**src/pcmd_pkg.sv**
```systemverilog
// Package for the path-to-motion-command converter: command codes, count widths,
// result types and the helpers that build a result list. Used by every module in src.
`default_nettype none

package pcmd_pkg;

    localparam int COUNT_MAX = 1023;
    localparam int CNT_W     = 10;                      // width of the repeat_count field
    localparam int RUN_W     = $clog2(COUNT_MAX + 3);   // run length reaches COUNT_MAX + 2
    localparam int FWD_W     = $clog2(COUNT_MAX + 1);
    localparam int MAX_RES   = 5;
    localparam int NUM_W     = $clog2(MAX_RES + 1);
    localparam int IDX_W     = $clog2(MAX_RES);

    typedef enum logic [2:0] {
        CMD_FWD  = 3'd0,
        CMD_R90  = 3'd1,
        CMD_L90  = 3'd2,
        CMD_R45  = 3'd3,
        CMD_L45  = 3'd4,
        CMD_DIAG = 3'd5,
        CMD_ERR  = 3'd6
    } t_cmd;

    typedef struct packed {
        logic [CNT_W-1:0] cnt;
        t_cmd             cmd;
    } t_result;

    typedef struct packed {
        logic [NUM_W-1:0]        num;
        t_result [MAX_RES-1:0]   item;
    } t_res_list;

    // Append one result at the end of the list.
    function automatic t_res_list push(t_res_list l, t_cmd c, logic [CNT_W-1:0] n);
        t_res_list r;
        r = l;
        if (r.num < NUM_W'(MAX_RES)) begin
            r.item[r.num[IDX_W-1:0]].cmd = c;
            r.item[r.num[IDX_W-1:0]].cnt = n;
            r.num = r.num + 1'b1;
        end
        return r;
    endfunction

    // Append the commands that close an open turn run.
    function automatic t_res_list close_run(t_res_list l, logic [RUN_W-1:0] len,
                                            logic first_r, logic last_r);
        t_res_list        r;
        logic [RUN_W-1:0] d;
        r = l;
        d = len - RUN_W'(2);
        if (len == RUN_W'(1)) begin
            r = push(r, first_r ? CMD_R90 : CMD_L90, '0);
        end else if (len >= RUN_W'(2)) begin
            if (d > RUN_W'(COUNT_MAX)) begin
                d = RUN_W'(COUNT_MAX);
            end
            r = push(r, first_r ? CMD_R45 : CMD_L45, '0);
            if (d != '0) begin
                r = push(r, CMD_DIAG, d[CNT_W-1:0]);
            end
            r = push(r, last_r ? CMD_R45 : CMD_L45, '0);
        end
        return r;
    endfunction

endpackage

`default_nettype wire

```
**src/pcmd_step.sv**
```systemverilog
// Step decoder: holds heading, turn-run and forward-count state and builds the
// list of results one path step causes. Depends on pcmd_pkg.
`default_nettype none

module pcmd_step
    import pcmd_pkg::*;
(
    input  wire logic      i_clk,
    input  wire logic      i_rst_n,
    input  wire logic      i_cfg_we,
    input  wire logic      i_cfg_diag,
    input  wire logic      i_accept,
    input  wire logic [1:0] i_heading,
    input  wire logic      i_end,
    output t_res_list      o_list
);

    logic             r_diag;
    logic [1:0]       r_heading, n_heading;
    logic [RUN_W-1:0] r_run_len, n_run_len;
    logic             r_first, n_first;
    logic             r_last, n_last;
    logic [FWD_W-1:0] r_fwd, n_fwd;

    logic [1:0] diff;
    logic       right;
    t_res_list  lst;

    always_comb begin
        diff      = i_heading - r_heading;
        right     = (diff == 2'd1);
        lst       = '0;
        n_heading = r_heading;
        n_run_len = r_run_len;
        n_first   = r_first;
        n_last    = r_last;
        n_fwd     = r_fwd;

        if (diff == 2'd2) begin
            // Reversal: report and otherwise ignore the step.
            lst = push(lst, CMD_ERR, '0);
        end else if (diff == 2'd0) begin
            lst       = close_run(lst, n_run_len, n_first, n_last);
            n_run_len = '0;
            n_first   = 1'b0;
            n_last    = 1'b0;
            if (n_fwd < FWD_W'(COUNT_MAX)) begin
                n_fwd = n_fwd + 1'b1;
            end
            n_heading = i_heading;
        end else begin
            if (n_fwd != '0) begin
                lst   = push(lst, CMD_FWD, CNT_W'(n_fwd));
                n_fwd = '0;
            end
            if (r_diag) begin
                if (n_run_len != '0 && right != n_last) begin
                    if (n_run_len < RUN_W'(COUNT_MAX + 2)) begin
                        n_run_len = n_run_len + 1'b1;
                    end
                    n_last = right;
                end else begin
                    lst       = close_run(lst, n_run_len, n_first, n_last);
                    n_run_len = RUN_W'(1);
                    n_first   = right;
                    n_last    = right;
                end
            end else begin
                lst       = close_run(lst, n_run_len, n_first, n_last);
                n_run_len = '0;
                n_first   = 1'b0;
                n_last    = 1'b0;
                lst       = push(lst, right ? CMD_R90 : CMD_L90, '0);
            end
            n_heading = i_heading;
        end

        if (i_end) begin
            // End of path: close whatever is open, then return to reset.
            lst = close_run(lst, n_run_len, n_first, n_last);
            if (n_fwd != '0) begin
                lst = push(lst, CMD_FWD, CNT_W'(n_fwd));
            end
            n_heading = '0;
            n_run_len = '0;
            n_first   = 1'b0;
            n_last    = 1'b0;
            n_fwd     = '0;
        end
    end

    always_ff @(posedge i_clk) begin
        if (!i_rst_n) begin
            r_diag    <= 1'b0;
            r_heading <= '0;
            r_run_len <= '0;
            r_first   <= 1'b0;
            r_last    <= 1'b0;
            r_fwd     <= '0;
        end else begin
            if (i_cfg_we) begin
                r_diag <= i_cfg_diag;
            end
            if (i_accept) begin
                r_heading <= n_heading;
                r_run_len <= n_run_len;
                r_first   <= n_first;
                r_last    <= n_last;
                r_fwd     <= n_fwd;
            end
        end
    end

    assign o_list = lst;

endmodule

`default_nettype wire

```
**src/pcmd_outbuf.sv**
```systemverilog
// Result buffer: holds the result list of one step and hands it out one item
// per handshake, marking the final one. Depends on pcmd_pkg.
`default_nettype none

module pcmd_outbuf
    import pcmd_pkg::*;
(
    input  wire logic      i_clk,
    input  wire logic      i_rst_n,
    input  wire logic      i_load,
    input  wire t_res_list i_list,
    input  wire logic      i_ready,
    output logic           o_valid,
    output t_result        o_result,
    output logic           o_last,
    output logic           o_can_load
);

    logic [NUM_W-1:0]      r_num;
    t_result [MAX_RES-1:0] r_items;
    logic                  pop;

    assign o_valid    = (r_num != '0);
    assign o_last     = (r_num == NUM_W'(1));
    assign o_result   = r_items[0];
    assign pop        = o_valid && i_ready;
    // Free once empty, or as the final buffered item leaves in this cycle.
    assign o_can_load = (r_num == '0) || (o_last && i_ready);

    always_ff @(posedge i_clk) begin
        if (!i_rst_n) begin
            r_num <= '0;
        end else if (i_load) begin
            r_num <= i_list.num;
        end else if (pop) begin
            r_num <= r_num - 1'b1;
        end
    end

    always_ff @(posedge i_clk) begin
        if (i_load) begin
            r_items <= i_list.item;
        end else if (pop) begin
            r_items <= r_items >> $bits(t_result);
        end
    end

endmodule

`default_nettype wire

```
**src/path_to_motion_commands_top.sv**
```systemverilog
// The first result of a path step is offered in the cycle after the step is taken.
// Throughput: one step per cycle while each step causes at most one result and the receiver
// is ready; a step with k results (up to five) holds off the next step until its last one leaves.
// Reset: i_rst_n is synchronous and active low; it clears heading, run and forward state,
// the diagonal mode register and the result buffer.
// Top level of the path-to-motion-command converter; depends on pcmd_pkg, pcmd_step
// and pcmd_outbuf.
`default_nettype none

module path_to_motion_commands_top
    import pcmd_pkg::*;
(
    input  wire logic        i_clk,
    input  wire logic        i_rst_n,

    // Configuration write channel: diagonal_enable only.
    input  wire logic        i_cfg_valid,
    input  wire logic        i_cfg_data,
    output logic             o_cfg_ready,

    // Path steps in.
    input  wire logic        s_axis_tvalid,
    output logic             s_axis_tready,
    input  wire logic [7:0]  s_axis_tdata,   // [1:0] heading, [7:2] zero
    input  wire logic        s_axis_tlast,   // end_of_path

    // Motion commands out.
    output logic             m_axis_tvalid,
    input  wire logic        m_axis_tready,
    output logic [15:0]      m_axis_tdata,   // [2:0] command, [12:3] repeat_count, [15:13] zero
    output logic             m_axis_tlast    // last_result
);

    t_res_list list;
    t_result   result;
    logic      can_load;
    logic      accept;

    // The configuration register is always writable; the user must change it only while idle (unchecked).
    assign o_cfg_ready = 1'b1;

    // An item is taken whenever the result buffer is free or frees up in this cycle,
    // so a waiting result never stops the input side for longer than its own drain.
    assign s_axis_tready = can_load;
    assign accept        = s_axis_tvalid && can_load;

    // The step decoder turns each item into a complete ordered list of results in a
    // single pass and updates its held state at the same edge.
    pcmd_step u_step (
        .i_clk      (i_clk),
        .i_rst_n    (i_rst_n),
        .i_cfg_we   (i_cfg_valid),
        .i_cfg_diag (i_cfg_data),
        .i_accept   (accept),
        .i_heading  (s_axis_tdata[1:0]),
        .i_end      (s_axis_tlast),
        .o_list     (list)
    );

    // The list is registered and handed out one item per output handshake. A step
    // with no results loads an empty list and leaves the buffer free.
    pcmd_outbuf u_outbuf (
        .i_clk      (i_clk),
        .i_rst_n    (i_rst_n),
        .i_load     (accept),
        .i_list     (list),
        .i_ready    (m_axis_tready),
        .o_valid    (m_axis_tvalid),
        .o_result   (result),
        .o_last     (m_axis_tlast),
        .o_can_load (can_load)
    );

    assign m_axis_tdata = {3'b000, result};

endmodule

`default_nettype wire

```
**config.mk**
```make
export PLATFORM = sky130hd
export DESIGN_NAME = path_to_motion_commands_top
export DESIGN_NICKNAME = d
export VERILOG_FILES = /design/src/pcmd_pkg.sv /design/src/pcmd_step.sv /design/src/pcmd_outbuf.sv /design/src/path_to_motion_commands_top.sv
export SDC_FILE = /design/constraint.sdc
export NUM_CORES = 1
export LEC_CHECK = 0
export ABC_AREA = 1
export BUFFER_PORTS_ARGS = -buffer_cell sky130_fd_sc_hd__buf_2
export CAP_MARGIN = 10
export CELL_PAD_IN_SITES_DETAIL_PLACEMENT = 2
export CELL_PAD_IN_SITES_GLOBAL_PLACEMENT = 2
export CORE_MARGIN = 3
export CORE_UTILIZATION = 32
export CTS_CLUSTER_SIZE = 30
export DETAILED_ROUTE_END_ITERATION = 10
export PLACE_DENSITY = 0.79
export SLEW_MARGIN = 25
export SYNTH_ARGS = -nofsm -noshare
export SYNTH_HDL_FRONTEND = slang
export SYNTH_SLANG_ARGS = --single-unit
```
**constraint.sdc**
```tcl
create_clock -name i_clk -period 5.65 [get_ports i_clk]
set_input_delay 0 -clock i_clk [delete_from_list [all_inputs] [get_ports i_clk]]
set_output_delay 0 -clock i_clk [all_outputs]
set_load 0.01 [all_outputs]
```
* After elaboration in Yosys (flattened, before gate mapping) *
Cells that the tools add are included.

storage, ports and cells
  bits in registers = 94
  memory bits (read-only) = 0
  memory bits (writable) = 0
  bits in latches = 0
  memories = 0
  input bits = 15
  word-level logic and storage cells = 315
  output and inout bits = 20

cells by class
  add/subtract/negate cells = 18
  shifts and indexed selects = 0
  eq/ne operators = 7
  div/mod/pow operators = 0
  bitwise gates (word level) = 0
  muxes and demuxes = 202
  multipliers = 0
  reductions and logical operators = 29
  $lt $le $gt $ge = 42

operators by type and width
  kind                                                                                  number
  68-bit 2-to-1 mux                                                                     68
  65-bit bitwise mux                                                                    28
  13-bit demux with 3-bit select                                                        24
  11-bit 2-to-1 mux                                                                     22
  13-bit 2-to-1 mux                                                                     16
  65-bit 2-to-1 mux                                                                     2
  3-bit 2-to-1 mux                                                                      22
  66-bit 2-to-1 mux                                                                     1
  11-bit nonzero test                                                                   5
  10-bit 2-to-1 mux                                                                     5
  3-bit by 4-bit less-than comparator with 1-bit output, second input constant          12
  3-bit by 1-bit adder with 3-bit output, second input constant                         12
  3-bit by 1-bit greater-or-equal comparator with 1-bit output, second input constant   12
  3-bit less-than comparator, second input constant                                     12
  11-bit by 1-bit == test with 1-bit output, second input constant                      2
  11-bit by 2-bit greater-or-equal comparator with 1-bit output, second input constant  2
  11-bit by 10-bit > comparator with 1-bit output, second input constant                2
  11-bit by 2-bit subtractor with 11-bit output, second input constant                  2
  10-bit nonzero test                                                                   2
  1-bit logical AND                                                                     16
  11-bit by 1-bit adder with 11-bit output, second input constant                       1
  11-bit less-than comparator, second input constant                                    1
  10-bit by 1-bit adder with 10-bit output, second input constant                       1
  10-bit less-than comparator, second input constant                                    1
  15 further kinds                                                                      27

* Logic depth before layout (Yosys ltp) *
Gate-level depths: netlist of run 1.

  depth in word-level cells = 92
  mapped depth = 45
  gate-level depth less buffers = 44

* Cells and area by module *
From an unflattened synthesis of run 1, not the netlist that was laid out.

unflattened totals
  cells, all modules = 1895
  area, all modules = 11018.1 sq um

by module, submodules not included
  module                       area an instance (sq um)  sequential area each (sq um)  times used  cells an instance
  pcmd_step                    7891.3                    520.5                         1           1573
  pcmd_outbuf                  3081.7                    2011.9                        1           314
  path_to_motion_commands_top  45.0                      0.0                           1           8

* Worst setup path after synthesis of run 1 *
No wires, ideal clock.

  path kind = flip-flop to flip-flop
  start = register u_step.r_run_len[1]
  end = register u_outbuf.r_items[51] (netlist name), data pin
  slack = 245 ps
  stages on the path, launching flop included = 37
  required time = 5391 ps
  buffers on the path = 1
  arrival time = 5146 ps
  clock period less this slack = 5405 ps
  setup time = 259 ps
  cell sequence = dfxtp_1 inv_1 ha_1 xnor2_1 nand3_1 nor2_1 nand3_1 nor2_1 nand3_1 nor2_2 inv_1 ha_1 nand2_1 nand3_1 nand2_2 inv_2 ha_1 inv_1 nand3_1 nand3_1 nand2_2 ha_1 a21oi_2 inv_1 ha_1 nand3_1 nand2_2 ha_1 xor2_1 nand3_1 nand2_1 nand2_2 inv_2 nand3_4 buf_6 o211ai_1 nand2_1

between the ends
  cells in the longest elaborated chain, start to end = 57
  elaborated cells between the ends (all ways) = 177
  classes of those cells = add/sub (10); order compare (29); eq/ne (2); mux (122); reduce/logical (14)

RTL lines
  what                                                                                    line               RTL
  start, declared                                                                         pcmd_step.sv:20    logic [RUN_W-1:0] r_run_len, n_run_len;
  start signal, assigned                                                                  pcmd_step.sv:106   r_run_len <= n_run_len;
  branches (longest 55 deep; another with 11-bit by 2-bit subtractor with 11-bit output)  --
  68-bit 2-to-1 mux *                                                                     pcmd_step.sv:78    if (i_end) begin
  65-bit 2-to-1 mux *                                                                     pcmd_outbuf.sv:41  if (i_load) begin
  end signal, assigned                                                                    pcmd_outbuf.sv:42  r_items <= i_list.item;
  end signal, assigned                                                                    pcmd_outbuf.sv:44  r_items <= r_items >> $bits(t_result);
  end, declared                                                                           pcmd_outbuf.sv:20  t_result [MAX_RES-1:0] r_items;

Every way passes the cells marked *. The select of a mux whose other input is x is not followed.
A chain may end at the register's enable or synchronous reset.

* Final worst setup path of run 1 *
  start = register u_step.r_run_len[2]
  end = register u_outbuf.r_items, in the netlist u_outbuf.o_result[12], data pin

Same word-level chain as after synthesis.

==> results of run 1 <==
-- logic make-up after synthesis --
| group | count (synthesis) | share of synthesized area (%) |
|---|---|---|
| compound gates | 321 | 20.2 |
| flops | 94 | 24.1 |
| xor+xnor | 16 | 1.41 |
| simple gates | 916 | 39.4 |
| other cells | 2 | 0.0715 |
| buf+inv | 293 | 12.2 |
| fa+ha+maj | 21 | 2.50 |
| mux | 1 | 0.0954 |
-- cell usage in the layout, fill, tap and decap left out, drive strengths merged, types with 6 or more instances in the layout --
cell    count
clkbuf     12
o21ai     113
inv       196
xor2       15
o211ai     82
ha         21
nand3     157
nand2     516
a21oi      63
edfxtp     65
nor2      202
dfxtp      29
o22ai      12
buf       114
clkinv      6
a22oi      14
nand4      17
a22o        6
nor3       13
a31oi       8
-- area by class of cell --
class,count,area [um^2]
fill,3935,19900
inverter,203,805
multi-input combinational,1279,7000
tap,435,544
sequential,94,2540
timing repair buffer,119,890
clock inverter,4,53.8
clock buffer,12,246
-- sequential cells by signal, summed over array words and instances, names as in the netlist --
| name | flops |
|---|---|
| u_outbuf.o_result | 13 |
| u_outbuf.r_items | 52 |
| u_outbuf.r_num | 3 |
| u_step.r_diag | 1 |
| u_step.r_first | 1 |
| u_step.r_fwd | 10 |
| u_step.r_heading | 2 |
| u_step.r_last | 1 |
| u_step.r_run_len | 11 |
-- worst max-delay path: cells and delay by family, from the launching register on --
family,cells,cell delay (ns)
AND/OR/NAND/NOR,24,2.49
flip-flops,1,0.36
adder cells (fa/ha/maj),5,1.11
buffers and inverters,8,0.76
AO/OA/AOI/OAI,2,0.41
XOR/XNOR,1,0.15
-- power by group through the flow --
stage	Clock (mW)	Sequential, mW	Combinational [mW]
4_1_cts	0.689	1.19	2.07
2_1_floorplan	0	1.19	1.38
5_1_grt	0.714	1.21	2.42
3_3_place_gp	0	1.18	1.93
3_5_place_dp	0	1.20	2.02
6_report	0.687	1.19	2.22
-- per-stage QoR --
| step | cell area [um^2] | hold WS (ns) | std cells |
|---|---|---|---|
| 2_1_floorplan | 10500 | 0.138 | 1666 |
| 3_3_place_gp | 11200 | 0.232 | 2100 |
| 3_5_place_dp | 11200 | 0.252 | 2100 |
| 4_1_cts | 11600 | 0.121 | 2126 |
| 5_1_grt | 12100 | 0.156 | 2146 |
| 6_report | 12100 | 0.136 | 2146 |
-- worst max path at each step --
stage,from,endpoint,depth (start not counted)
after floorplan,u_step.r_run_len[1]$_SDFFE_PN0P_,u_outbuf.r_items[51]$_DFFE_PP_,36
after global placement,u_step.r_run_len[1]$_SDFFE_PN0P_,u_outbuf.o_result[10]$_DFFE_PP_,40
after detailed placement,u_step.r_run_len[2]$_SDFFE_PN0P_,u_outbuf.o_result[11]$_DFFE_PP_,40
after CTS,u_step.r_run_len[6]$_SDFFE_PN0P_,u_outbuf.o_result[11]$_DFFE_PP_,41
after global routing,u_step.r_run_len[6]$_SDFFE_PN0P_,u_outbuf.o_result[12]$_DFFE_PP_,40
final,u_step.r_run_len[2]$_SDFFE_PN0P_,u_outbuf.o_result[12]$_DFFE_PP_,40
-- metal layers --
metal | part of all wire [%] | routed length [um]
met1 | 43 | 22200
met4 | 3.4 | 1730
met2 | 49 | 25100
met3 | 4.5 | 2340
met5 | 0 | 0
-- timing repair --
| item | in CTS | in global routing |
|---|---|---|
| endpoints found under the setup margin | 42 | 68 |
| pin swaps | 3 | 39 |
| hold buffers | 5 | 0 |
| gates resized for setup | 13 | 81 |
| hold endpoints to repair | 6 | 0 |
| setup buffers | 5 | 20 |
==> results.toml, run 1 <==
[worst_setup_path]
crit_path_frequent_cell = "nand2_2"
end_kind = "register"
crit_required_ns = 5.79
r2r_end = "u_outbuf.o_result[12]$_DFFE_PP_"
arrival_ns = 5.68
reg2reg_from = "u_step.r_run_len[2]$_SDFFE_PN0P_"
path_class = "register to register"
reg2reg_slack_ns = 0.11
rr_worst_depth = 40
cpPeakStageDelay_ns = 0.36
slowest_stage = "dfxtp_4"
startpoint_type = "register"
crit_fanout = 8

[final_layout]
utilization_pct = 37.8
synthToLayoutAreaGrowth_pct = 15.1
antennaDiodeCount = 0
fin_nets = 1742
layout-drive-gt1-share_pct = 19.9

[logic_synthesis]
synth_cell_types = 62
async_flop_share_pct = 0
ys_seq_elements = 94
synth_commonest_cells = "nand2_1, nor2_1, inv_1"
syn_area_per_cell_um2 = 6.31
yosysTopAreaCellShare_pct = 18.6
synthTopCellsByArea = "edfxtp_1, nand2_1, nand3_1, nor2_1, inv_1"
synth-edff-count = 65
post-synth-top-count-cell = "nand2_1"
yosys.area.top_type = "edfxtp_1"
synth_ff_type = "edfxtp_1"
syn_area_um2 = 10500
yosys_warnings = 0
syn_inst = 1664
ys_seq_area_share_pct = 24.1

[cts]
root_buffer = "clkbuf_16"
cts_buffers = 9
path_clk_slew_ns = 0.08
ctsHtreeMaxLevel = 3
cts_tree = "built"
clk_latency_ns = 0.39
cts.path.max_buffers = 2
cts_sinks = 94

[min_path]
hold_depth = 3
hold_class = "input port to register"
hold-path-endpoint = "u_outbuf.o_result[1]$_DFFE_PP_"
min_from = "s_axis_tlast"

[power]
p_per_area_nw_per_um2 = 339
irDropWorstVdd_uv = 421
seqPwrFrac_pct = 29.0
fin_total_pwr_mw = 4.10
p_int_mw = 2.14
p_comb_share_pct = 54.2
p_clk_share_pct = 16.8
swShare_pct = 47.7
p_leak_nw = 5.11
p_sw_mw = 1.95

[timing]
final_hold_viol_count = 0
slew_headroom_pct = 29.2
setup-violations-final = 0
fin_skew_ns = 0.0255
drv_slew = 0
layout_setup_ws_ns = 0.111
fmax_ghz = 0.181
layout_min_cycle_time_ns = 5.54
tightest_slew_ns = 1.06
fin_tns_setup_ns = 0
post-route-period-util_pct = 98.0

[placed_design]
port_buffers = 24
gp_congestion = 0.938
place_hpwl_um = 37000
post-place-ws_ns = -0.145

[floorplan]
ios = 35
initial_core_util_pct = 32.8
num_rows = 65
coreArea_um2 = 32000
die_x_um = 187
die_y_um = 187
dieArea_um2 = 35000

[global_route]
use_met1_pct = 36.2
grt_use_total_pct = 28.1
grt_max_degree = 72
grt_overflow_total = 0
grt_pass1_vias = 12800
busiest_layer = "met2"
grt_pass1_wl_um = 77500
antenna_found_initial = 0
grt_use_met2_pct = 48.7
use_met3_pct = 2.87

[detailed_routing]
dr.pass1.iters = 5
wirelength_um = 51400
wire_per_inst_um = 24.0
vias = 12300
avgViaCountPerCell = 5.74
drt_iter0_drc = 966
drcViolationCount = 0
ant_nets = 0

[status]
outcome = "finished, final reports clean"

[run]
cap_viol_max_count = 0
Note: power is estimated with default switching activity, not from simulation.
==> run 2, diff against run 1 <==
- GPL_TIMING_DRIVEN: default -> 0
==> results.toml, run 2 (synthesis results as in run 1) <==
[status]
outcome = "complete, but fails checks"
violations = "negative setup slack"

[run]
cap_viol_max_count = 0

[timing]
fin_skew_ns = 0.0195
tightest_slew_ns = 1.13
final_hold_viol_count = 0
setup-violations-final = 6
post-route-period-util_pct = 100
fmax_ghz = 0.176
drv_slew = 0
layout_setup_ws_ns = -0.0230
layout_min_cycle_time_ns = 5.67
slew_headroom_pct = 24.9
rsz0062_at_grt = "true"
fin_tns_setup_ns = -0.0719

[worst_setup_path]
worstSetupEndpoint = "u_outbuf.r_items[29]$_DFFE_PP_"
startpoint_type = "register"
rr_worst_depth = 39
path_class = "register to register"
reg2reg_slack_ns = -0.02
reg2reg_from = "u_step.r_run_len[2]$_SDFFE_PN0P_"
worstSetupStartpoint = "u_step.r_run_len[2]$_SDFFE_PN0P_"
crit_path_frequent_cell = "ha_4"
slowest_stage = "dfxtp_4"
cp.buffers_inverters = 8
crit_required_ns = 5.90
crit_fanout = 10
cpPeakStageDelay_ns = 0.39
path_depth = 39
end_kind = "register"
critPathTopFamily = "simple AND/OR/NAND/NOR gates"
r2r_end = "u_outbuf.r_items[29]$_DFFE_PP_"
arrival_ns = 5.92

[cts]
ctsHtreeMaxLevel = 3
cts_sinks = 94
cts_tree = "built"
cts_buffers = 9
cts.path.max_buffers = 2
root_buffer = "clkbuf_16"
clk_latency_ns = 0.39
path_clk_slew_ns = 0.09

[power]
p_leak_nw = 5.34
p_sw_mw = 2.15
seqPwrFrac_pct = 27.0
irDropWorstVdd_uv = 169
p_clk_share_pct = 14.2
swShare_pct = 48.7
p_int_mw = 2.26
p_per_area_nw_per_um2 = 351
p_comb_share_pct = 58.8

[placed_design]
gp_congestion = 1.02
place_hpwl_um = 42200
placed_area_um2 = 11300
port_buffers = 24
place_inst = 2131
post-place-ws_ns = -1.35

[floorplan]
die_y_um = 187
die_x_um = 187
ios = 35
initial_core_util_pct = 32.8
coreArea_um2 = 32000
num_rows = 65
dieArea_um2 = 35000

[final_layout]
final_common_cell = "nand2_1"
fin_nets = 1810
antennaDiodeCount = 0
layout-drive-gt1-share_pct = 21.0
largest_reg_flops = 52
synthToLayoutAreaGrowth_pct = 19.8
finalNonFillerCells = 2214
stdcell_area_um2 = 12600
top_register = "u_outbuf.r_items"
layout_common_cells = "nand2_1, nor2_1, inv_1, nand3_1, o21ai_0"

[detailed_routing]
dr.pass1.iters = 5
wire_per_inst_um = 25.8
avgViaCountPerCell = 5.80
drcViolationCount = 0
vias = 12800
ant_nets = 0
drt_iter0_drc = 1163
wirelength_um = 57100

[min_path]
hold_class = "input port to register"

[global_route]
grt_pass1_wl_um = 83100
grt_max_degree = 23
grt_pass1_vias = 13300
grt_use_total_pct = 30.8
antenna_found_initial = 0
grt_overflow_total = 0
[run 2: cell count changes in the layout (fill, tap and decap cells not counted), moves of 3 or more]
cell and delta:
buf_16 +5, buf_8 +3, buf_2 +19, dfxtp_2 -5, inv_4 +6, buf_6 +4
clkbuf_1 +34, dfxtp_4 +3, inv_2 -3
[run 2: repair_timing]
item                                   in CTS  in global routing
cloned                                      1                  0
resized for setup                          53                 68
pin swaps                                  19                 52
hold buffers                                5                  0
buffers inserted                           27                 35
endpoints found under the hold margin       6                  0
setup endpoints to repair                  68                 67
[run 2: power groups by stage]
stage,combinational [mW],sequential [mW],clock [mW]
2_1_floorplan,1.38,1.19,0
3_3_place_gp,2.05,1.24,0
3_5_place_dp,2.25,1.21,0
4_1_cts,2.40,1.19,0.631
5_1_grt,2.78,1.21,0.653
6_report,2.59,1.19,0.627
[run 2: layout make-up]
class                   instances  area (um^2)
flip-flops and latches         94         2550
fillers                      3908        19400
multi-input cells            1279         7060
well taps                     435          544
plain buffers                  90          544
repair buffers                 97          792
clock buffers                  10          229
clock inverters                 6         47.5
inverters                     203          811
[run 2: tightest hold or removal path, delay by kind of cell]
| kind | cells | cell delay, ns |
|---|---|---|
| AOI/OAI and AO/OA | 2 | 0.24 |
| buffers and inverters | 2 | 0.18 |
[run 2: stage by stage]
stage                     hold slack, ns  total power, mW  utilization (%)
after floorplan                    0.138             2.57                -
after detailed placement           0.241             3.46             35.4
after CTS                         0.0902             4.23             37.8
after global placement             0.230             3.29             34.9
after global routing               0.119             4.65             39.4
final                             0.0949             4.41             39.4
[run 2: how the worst min path moves through the flow]
stage | from | end | slack (ns) | depth (start not counted)
after global placement | i_cfg_data | u_step.r_diag$_SDFFE_PN0P_ | 0.23 | 3
after CTS | m_axis_tready | u_outbuf.r_num[0]$_SDFFE_PN0P_ | 0.09 | 4
after detailed placement | i_cfg_data | u_step.r_diag$_SDFFE_PN0P_ | 0.24 | 3
after floorplan | i_rst_n | u_outbuf.r_num[2]$_SDFFE_PN0P_ | 0.14 | 2
after global routing | m_axis_tready | u_outbuf.r_num[0]$_SDFFE_PN0P_ | 0.12 | 4
final | m_axis_tready | u_outbuf.r_num[0]$_SDFFE_PN0P_ | 0.09 | 4
[run 2: per-layer routing]
layer / up-vias / part of all wire [%] / track usage (%)
met5: - / 0 / 0
met4: 0 / 4.4 / 12.0
met3: 120 / 7.2 / 6.15
met2: 476 / 47 / 51.4
met1: 6496 / 41 / 39.3
li1: 5739 / - / -
